File: src/rtl/csvt_pkg.sv
// ----------------------------------------------------------------------------
// CSV tokenizer package
// Byte codes, token kinds and the token bundle shared by the tokenizer.
// ----------------------------------------------------------------------------
package csvt_pkg;

  localparam logic [7:0] QUOTE_BYTE = 8'h22;
  localparam logic [7:0] LF_BYTE    = 8'h0A;
  localparam logic [7:0] CR_BYTE    = 8'h0D;
  localparam logic [7:0] COMMA_BYTE = 8'h2C;

  localparam int unsigned MAX_TOKENS = 4;

  localparam logic [1:0] KIND_DATA      = 2'd0;
  localparam logic [1:0] KIND_FIELD_END = 2'd1;
  localparam logic [1:0] KIND_ROW_END   = 2'd2;

  typedef struct packed {
    logic [MAX_TOKENS-1:0][1:0] kinds;
    logic [7:0]                 tok_byte;
    logic [2:0]                 cnt;
  } bundle_t;

endpackage

File: src/rtl/csv_stream_tokenizer.sv
// ----------------------------------------------------------------------------
// CSV stream tokenizer
// A byte's tokens are registered into the output bundle, or into the pending
// bundle while the output is busy. Throughput: one byte per cycle while each byte
// yields at most one token and m_tready stays high; a byte with several tokens
// holds the output until all are taken, one with none takes no output slot.
// Reset (rst, synchronous): parser at field start, no row open, comma delimiter.
// ----------------------------------------------------------------------------
module csv_stream_tokenizer (
  input  logic       clk,
  input  logic       rst,
  input  logic       s_tvalid,
  output logic       s_tready,
  input  logic [7:0] s_tdata,   // [7:0] data_byte
  input  logic       s_tlast,   // is_final
  output logic       m_tvalid,
  input  logic       m_tready,
  output logic [7:0] m_tdata,   // [7:0] token_byte
  output logic [1:0] m_tuser,   // [1:0] token_kind
  output logic       m_tlast,   // run_last
  input  logic       cfg_valid,
  output logic       cfg_ready,
  input  logic [7:0] cfg_data
);
  import csvt_pkg::*;

  typedef enum logic [1:0] {
    MODE_START,
    MODE_PLAIN,
    MODE_QUOTED,
    MODE_QUOTE_SEEN
  } mode_t;

  function automatic bundle_t push(bundle_t x, logic [1:0] kind);
    bundle_t y;
    y = x;
    y.kinds[x.cnt[1:0]] = kind;
    y.cnt = x.cnt + 3'd1;
    return y;
  endfunction

  logic [7:0] delimiter;
  mode_t      mode, mode_next;
  logic       row_open, row_open_next;
  logic       after_cr, after_cr_next;
  bundle_t    bnd;
  bundle_t    pend, outb;
  logic       pend_valid, out_valid;
  logic [1:0] idx;
  logic       accept, accept_any, out_take, out_last, out_done, out_free;
  logic [7:0] b;
  logic       eol;

  assign b   = s_tdata;
  assign eol = (b == CR_BYTE) || (b == LF_BYTE);

  always_comb begin
    mode_next     = mode;
    row_open_next = row_open;
    after_cr_next = 1'b0;
    bnd           = '0;
    bnd.tok_byte  = b;
    if (!(after_cr && b == LF_BYTE)) begin
      unique case (mode)
        MODE_START: begin
          if (eol) begin
            bnd = push(bnd, KIND_ROW_END);
            row_open_next = 1'b0;
            after_cr_next = (b == CR_BYTE);
          end else if (b == QUOTE_BYTE) begin
            mode_next = MODE_QUOTED;
            row_open_next = 1'b1;
          end else if (b == delimiter) begin
            bnd = push(bnd, KIND_FIELD_END);
            row_open_next = 1'b1;
          end else begin
            bnd = push(bnd, KIND_DATA);
            mode_next = MODE_PLAIN;
            row_open_next = 1'b1;
          end
        end
        MODE_PLAIN: begin
          if (b == delimiter) begin
            bnd = push(bnd, KIND_FIELD_END);
            mode_next = MODE_START;
          end else if (eol) begin
            bnd = push(bnd, KIND_FIELD_END);
            bnd = push(bnd, KIND_ROW_END);
            mode_next = MODE_START;
            row_open_next = 1'b0;
            after_cr_next = (b == CR_BYTE);
          end else begin
            bnd = push(bnd, KIND_DATA);
          end
        end
        MODE_QUOTED: begin
          if (b == QUOTE_BYTE) begin
            mode_next = MODE_QUOTE_SEEN;
          end else begin
            bnd = push(bnd, KIND_DATA);
          end
        end
        MODE_QUOTE_SEEN: begin
          if (b == QUOTE_BYTE) begin
            bnd = push(bnd, KIND_DATA);
            mode_next = MODE_QUOTED;
          end else begin
            bnd = push(bnd, KIND_FIELD_END);
            if (b == delimiter) begin
              mode_next = MODE_START;
            end else if (eol) begin
              bnd = push(bnd, KIND_ROW_END);
              mode_next = MODE_START;
              row_open_next = 1'b0;
              after_cr_next = (b == CR_BYTE);
            end else begin
              bnd = push(bnd, KIND_DATA);
              mode_next = MODE_PLAIN;
            end
          end
        end
        default: begin
          mode_next = MODE_START;
        end
      endcase
    end
    if (s_tlast) begin
      if (mode_next != MODE_START) begin
        bnd = push(bnd, KIND_FIELD_END);
      end
      if (row_open_next) begin
        bnd = push(bnd, KIND_ROW_END);
      end
      mode_next     = MODE_START;
      row_open_next = 1'b0;
      after_cr_next = 1'b0;
    end
  end

  assign s_tready   = !pend_valid;
  assign cfg_ready  = 1'b1;
  assign accept     = s_tvalid && s_tready;
  assign accept_any = accept && (bnd.cnt != 3'd0);
  assign out_take   = m_tvalid && m_tready;
  assign out_last   = ({1'b0, idx} + 3'd1) == outb.cnt;
  assign out_done   = out_take && out_last;
  assign out_free   = !out_valid || out_done;

  assign m_tvalid = out_valid;
  assign m_tuser  = outb.kinds[idx];
  assign m_tdata  = (outb.kinds[idx] == KIND_DATA) ? outb.tok_byte : 8'h00;
  assign m_tlast  = out_last;

  always_ff @(posedge clk) begin
    if (rst) begin
      delimiter  <= COMMA_BYTE;
      mode       <= MODE_START;
      row_open   <= 1'b0;
      after_cr   <= 1'b0;
      pend_valid <= 1'b0;
      out_valid  <= 1'b0;
      idx        <= '0;
    end else begin
      if (cfg_valid && cfg_ready) begin
        delimiter <= cfg_data;
      end
      if (accept) begin
        mode     <= mode_next;
        row_open <= row_open_next;
        after_cr <= after_cr_next;
      end
      if (out_free) begin
        idx <= '0;
        if (pend_valid) begin
          outb       <= pend;
          out_valid  <= 1'b1;
          pend_valid <= 1'b0;
        end else if (accept_any) begin
          outb      <= bnd;
          out_valid <= 1'b1;
        end else begin
          out_valid <= 1'b0;
        end
      end else begin
        if (out_take) begin
          idx <= idx + 2'd1;
        end
        if (accept_any) begin
          pend       <= bnd;
          pend_valid <= 1'b1;
        end
      end
    end
  end

`ifndef SYNTHESIS
  a_pend_behind_out: assert property (@(posedge clk) disable iff (rst)
    pend_valid |-> out_valid) else $error("pending bundle without output bundle");

  a_out_nonempty: assert property (@(posedge clk) disable iff (rst)
    out_valid |-> (outb.cnt != 3'd0 && {1'b0, idx} < outb.cnt))
    else $error("output index outside bundle");

  a_final_resets: assert property (@(posedge clk) disable iff (rst)
    (s_tvalid && s_tready && s_tlast) |=> (mode == MODE_START && !row_open && !after_cr))
    else $error("parser state not cleared after final byte");

  a_hold_on_stall: assert property (@(posedge clk) disable iff (rst)
    (out_valid && !m_tready) |=> (out_valid && $stable(idx)))
    else $error("output token advanced while stalled");
`endif

endmodule

File: config.mk
export PLATFORM = sky130hd
export DESIGN_NAME = csv_stream_tokenizer
export DESIGN_NICKNAME = d
export VERILOG_FILES = /design/src/rtl/csvt_pkg.sv /design/src/rtl/csv_stream_tokenizer.sv
export SDC_FILE = /design/constraint.sdc
export NUM_CORES = 1
export LEC_CHECK = 0
export ABC_AREA = 1
export BUFFER_PORTS_ARGS = -buffer_cell sky130_fd_sc_hd__clkbuf_2
export CAP_MARGIN = 20
export CORE_MARGIN = 4
export CORE_UTILIZATION = 45
export DETAILED_ROUTE_END_ITERATION = 8
export PLACE_DENSITY = 0.73
export SLEW_MARGIN = 20
export SYNTH_ARGS = -nofsm -noshare
export SYNTH_HDL_FRONTEND = slang
export SYNTH_SLANG_ARGS = --single-unit
File: constraint.sdc
create_clock -name clk -period 5.1 [get_ports clk]
set_clock_uncertainty 0.1 [all_clocks]
set_input_delay 0.255 -clock clk [delete_from_list [all_inputs] [get_ports clk]]
set_output_delay 0.255 -clock clk [all_outputs]
set_load 0.01 [all_outputs]
# Word level (Yosys, flattened, before mapping)

Index checks and enable logic that the tools add are counted.

Register bits: 54
Input port bits: 22
Output and inout port bits: 14
Logic and storage cells: 114

Add/subtract/negate cells: 4
Order comparisons: 5
Equality and inequality tests: 8
Mux-type cells: 51
Bitwise operators: 8
Reductions and logical operators: 19

Operators with widths:

| operator                                                                             | count |
|---|---|
| 19-bit two-way mux                                                                   | 7 |
| 19-bit case mux with 4 select lines                                                  | 1 |
| 15-bit two-way mux                                                                   | 5 |
| 12-bit two-way mux                                                                   | 2 |
| 2-bit two-way mux                                                                    | 12 |
| 8-bit by 4-bit equality test with 1-bit output (second input constant)               | 2 |
| 1-bit two-way mux                                                                    | 16 |
| 13-bit two-way mux                                                                   | 1 |
| 2-bit by 3-bit less-than comparator with 1-bit output (second input constant)        | 3 |
| 4-bit AND                                                                            | 2 |
| 2-bit demux with 2-bit select                                                        | 2 |
| 8-bit by 6-bit equality test with 1-bit output (second input constant)               | 1 |
| 8-bit equality test                                                                  | 1 |
| 8-bit two-way mux                                                                    | 1 |
| 4-bit NOT                                                                            | 2 |
| 4-bit OR                                                                             | 2 |
| 2-bit case mux with 4 select lines                                                   | 1 |
| 1-bit logical AND                                                                    | 7 |
| 3-bit by 1-bit adder with 3-bit output (second input constant)                       | 2 |
| 1-bit case mux with 3 select lines                                                   | 2 |
| 3-bit AND reduction                                                                  | 2 |
| 2-bit binary-select mux with 2-bit select                                            | 1 |
| 2-bit equality test (second input constant)                                          | 2 |
| 2-bit by 1-bit greater-or-equal comparator with 1-bit output (second input constant) | 2 |
| 11 further kinds                                                                     | 16 |

# Logic depth before layout (Yosys ltp)

Depth in word-level cells: 27
Mapped depth: 26
Gate-level depth less buffers: 26

# Least setup slack after synthesis

No wires, ideal clock.

Path kind: in2reg
Start point: in s_tdata[7]
End point: reg outb[0] (netlist bit), enable pin
Library setup time: 0.395 ns
Data arrival time: 3.465 ns
Data required time: 4.605 ns
Setup slack: 1.141 ns
Stages on the path: 25
Buffers on the path: 0
Path through: inv_2 > nand2_1 > nor3_4 > nand2_1 > nand2_2 > nand2_2 > o22ai_1 > inv_1 > nor2_1 > inv_1 > ha_1 > inv_1 > nand2_2 > nand2_2 > ha_1 > inv_1 > ha_1 > nand2_1 > a21boi_2 > nor2_1 > nand2_1 > nand2_1 > nand2_1 > nand2_2 > nor2_1

RTL lines:

| element              | RTL line                    | source |
|---|---|---|
| from (decl)          | csv_stream_tokenizer.sv:14  | `input logic [7:0] s_tdata,` |
| to (signal assigned) | csv_stream_tokenizer.sv:175 | `outb <= pend;` |
| to (signal assigned) | csv_stream_tokenizer.sv:179 | `outb <= bnd;` |
| to (decl)            | csv_stream_tokenizer.sv:47  | `bundle_t pend, outb;` |

==> results_dict.tcl <==
set metrics [dict create \
    cts_tree "built" \
    die_h_um 89.6 \
    cp-endpoint "outb[12]$_DFFE_PP_" \
    clockBufferDepth 2 \
    cp.arrival_ns 3.96 \
    grt_util_met2_pct 26.9 \
    reg2reg_slack_ns 1.05 \
    die_area_um2 8030 \
    startpoint "delimiter[1]$_SDFFE_PP0P_" \
    hold_viol 0 \
    met1_usage_pct 21.4 \
    wl_per_cell_um 12.1 \
    final_nets 433 \
    seq_area_um2 1460 \
    cts.sinks 54 \
    grt_use_total_pct 16.0 \
    min_path_type "input pin to register" \
    grtUsageMet3_pct 2.37 \
    ys_types 34 \
    min_period_over_period_pct 79.3 \
    synth_seq_cells 54 \
    final_cell_mix "nand2_1 (101), inv_1 (42), nor2_1 (41), edfxtp_1 (38), clkbuf_2 (34)" \
    gp_congestion 0.861 \
    yosysSeqAreaShare_pct 48.7 \
    status "finished clean" \
    grt_first_pass_wirelength_mm 9.93 \
    cts-root-buf "clkbuf_8" \
    final_common_cell "nand2_1" \
    top_usage_layer "met2" \
    maxSlewHeadroom_pct 45.6 \
    grt_pass1_vias 2144 \
    fill_cells 601 \
    post_synth.cell_area_avg_um2 8.24 \
    syn2layout_area_growth_pct 11.8 \
    dp_hpwl_mm 4.51 \
    finalSetupTns_ns 0 \
    cts_setup_buffers 0 \
    p_per_area_nw_per_um2 275 \
    reg2reg_from "delimiter[1]$_SDFFE_PP0P_" \
    power_frac_comb_pct 16.7 \
    dpl_cell_area_um2 3250 \
    drv_slew 0 \
    routed_wl_mm 5.79 \
    rsz0062_at_grt "false" \
    drt-pass1-iter-count 4 \
    gr-total-overflow 0 \
    coreArea_um2 6420 \
    critPathCaptureType "register" \
    ant_nets 0 \
    numCtsBuffers 5 \
    antenna_cells 0 \
    pin_count 36 \
    p_leak_nw 1.57 \
    criticalPathCategory "register to register" \
    initial_core_util_pct 46.7 \
    fin_crit_ns 4.05 \
    fin_ws_ns 1.05 \
    cp-start-kind "register" \
    dieWidth_um 89.6 \
    design_area_um2 3350 \
    vias 2335 \
    grt_start_max_net_pins 29 \
    worst_pin_slew_ns 0.815 \
    clockPowerShare_pct 27.0 \
    cts.reportedPaths.clkPinSlew_ns 0.10 \
    finalSetupViolations 0 \
    ctsHoldBuffers 0 \
    syn_nets 396 \
    htree_levels 2 \
    syn_inst 364 \
    ir_drop_mv 0.136 \
    clock.fmax_ghz 0.247 \
    post_cts_resized 0 \
    via_per_inst 4.87 \
    drtIter0Drc 120 \
    clk_latency_ns 0.31 \
    multiInputGateArea_um2 1320 \
    portBuffers 34 \
    yosys_warnings 0 \
    max_cap_viol_count 0 \
    crit_path_max_fanout 11 \
    cp.required_ns 5.02 \
    antenna_found_initial 0 \
    rr_worst_depth 27 \
    p_seq_share_pct 56.3 \
    drc 0 \
    timing.rr.end "outb[12]$_DFFE_PP_" \
    rows 29 \
    post-place-ws_ns 0.851 \
    drive_above_1_share_pct 22.1 \
    switchingPower_mw 0.262 \
    synth_area_um2 3000 \
    p_int_mw 0.659 \
    p_sw_share_pct 28.4 \
    fin_util_pct 52.2 \
]
==> worst max-delay path, stage by stage (launching register included) <==
cell and delay [ns]:
dfxtp_1 0.35, inv_1 0.06, nand2_1 0.05, nand2_1 0.04, nand2_1 0.08, nor2_2 0.05, nand2_4 0.09, nand2_2 0.07
o22ai_1 0.15, inv_1 0.05, nor2_1 0.22, inv_1 0.10, ha_1 0.28, inv_1 0.06, nand2_2 0.05, nand2_2 0.09
ha_1 0.16, inv_1 0.06, ha_1 0.26, nand2_1 0.06, a21boi_2 0.18, nor2_1 0.07, nand2_1 0.05, nand2_1 0.06
nand2_1 0.07, nand2_2 0.07, nor2_1 0.49, buf_4 0.30
==> layout make-up <==
class | instances | share of cell area [%]
well taps | 77 | 2.87
repair buffers | 36 | 5.52
clock inverters | 3 | 0.859
multi-input cells | 252 | 39.3
clock buffers | 5 | 2.05
inverters | 52 | 5.82
flip-flops and latches | 54 | 43.6
==> flip-flops by register name (all words and copies together) (netlist names) <==
name,flops
idx,2
after_cr,1
row_open,1
outb,19
m_tvalid,1
delimiter,8
pend_valid,1
mode,2
pend,19
==> logic make-up (layout without fill, tap and decap cells) <==
| kind of cell | Yosys count | in the layout | share of synthesized area (%) |
|---|---|---|---|
| adders and majority gates | 10 | 10 | 4.17 |
| and+or+nand+nor | 188 | 188 | 28.7 |
| DFF | 54 | 54 | 48.7 |
| xor gates and xnor gates | 7 | 7 | 2.04 |
| buffers and inverters | 58 | 96 | 7.38 |
| AOI/OAI and AO/OA | 46 | 46 | 8.80 |
| other | 1 | 1 | 0.125 |
==> routing by layer <==
metal | wire length [µm] | vias up
met5 | 0 | -
met3 | 260 | 4
met2 | 2760 | 51
met1 | 2710 | 1036
met4 | 63 | 0
li1 | - | 1244
==> stage by stage <==
stage / hold slack, ns / cells / total power [mW]
after floorplan: 0.224 / 364 / 0.633
after CTS: 0.0415 / 479 / 0.934
after global placement: 0.360 / 471 / 0.679
after global routing: 0.0455 / 479 / 0.978
after detailed placement: 0.366 / 471 / 0.683
final: 0.0534 / 479 / 0.921
==> power groups by stage <==
stage                     Clock (mW)  Sequential (mW)  Combinational, mW
final                          0.249            0.519              0.154
after global routing           0.277            0.523              0.178
after CTS                      0.260            0.519              0.155
after detailed placement           0            0.529              0.154
after global placement             0            0.528              0.151
after floorplan                    0            0.523              0.110
==> cell usage after synthesis, drive strengths merged <==
cell      n  area [µm²]
nand2   120         508
inv      51         191
nor2     44         173
edfxtp   38        1140
o21ai    23         123
nand3    19         130
dfxtp    16         320
a21oi    15        78.8
ha       10         125
xnor2     5        43.8
clkbuf    4        15.0
a21boi    2        18.8
buf       2        11.3
nor3      2        32.5
o31ai     2        15.0
xor2      2        17.5
a211oi    1        7.51
a31oi     1        6.26
clkinv    1        3.75
conb      1        3.75
nand4     1        6.26
nor4      1        6.26
o22ai     1        6.26
o311ai    1        8.76
or2       1        6.26
==> worst min path at each step <==
stage	endpoint	slack (ns)	cells after the start	from
finish	delimiter[2]$_SDFFE_PP1P_	0.05	3	cfg_data[2]
global route	delimiter[2]$_SDFFE_PP1P_	0.05	3	cfg_data[2]
CTS	delimiter[2]$_SDFFE_PP1P_	0.04	3	cfg_data[2]
detailed placement	delimiter[2]$_SDFFE_PP1P_	0.37	2	delimiter[2]$_SDFFE_PP1P_
global placement	delimiter[3]$_SDFFE_PP1P_	0.36	2	delimiter[3]$_SDFFE_PP1P_
floorplan	after_cr$_SDFFE_PP0P_	0.22	1	rst
(Power assumes the default switching activity.)
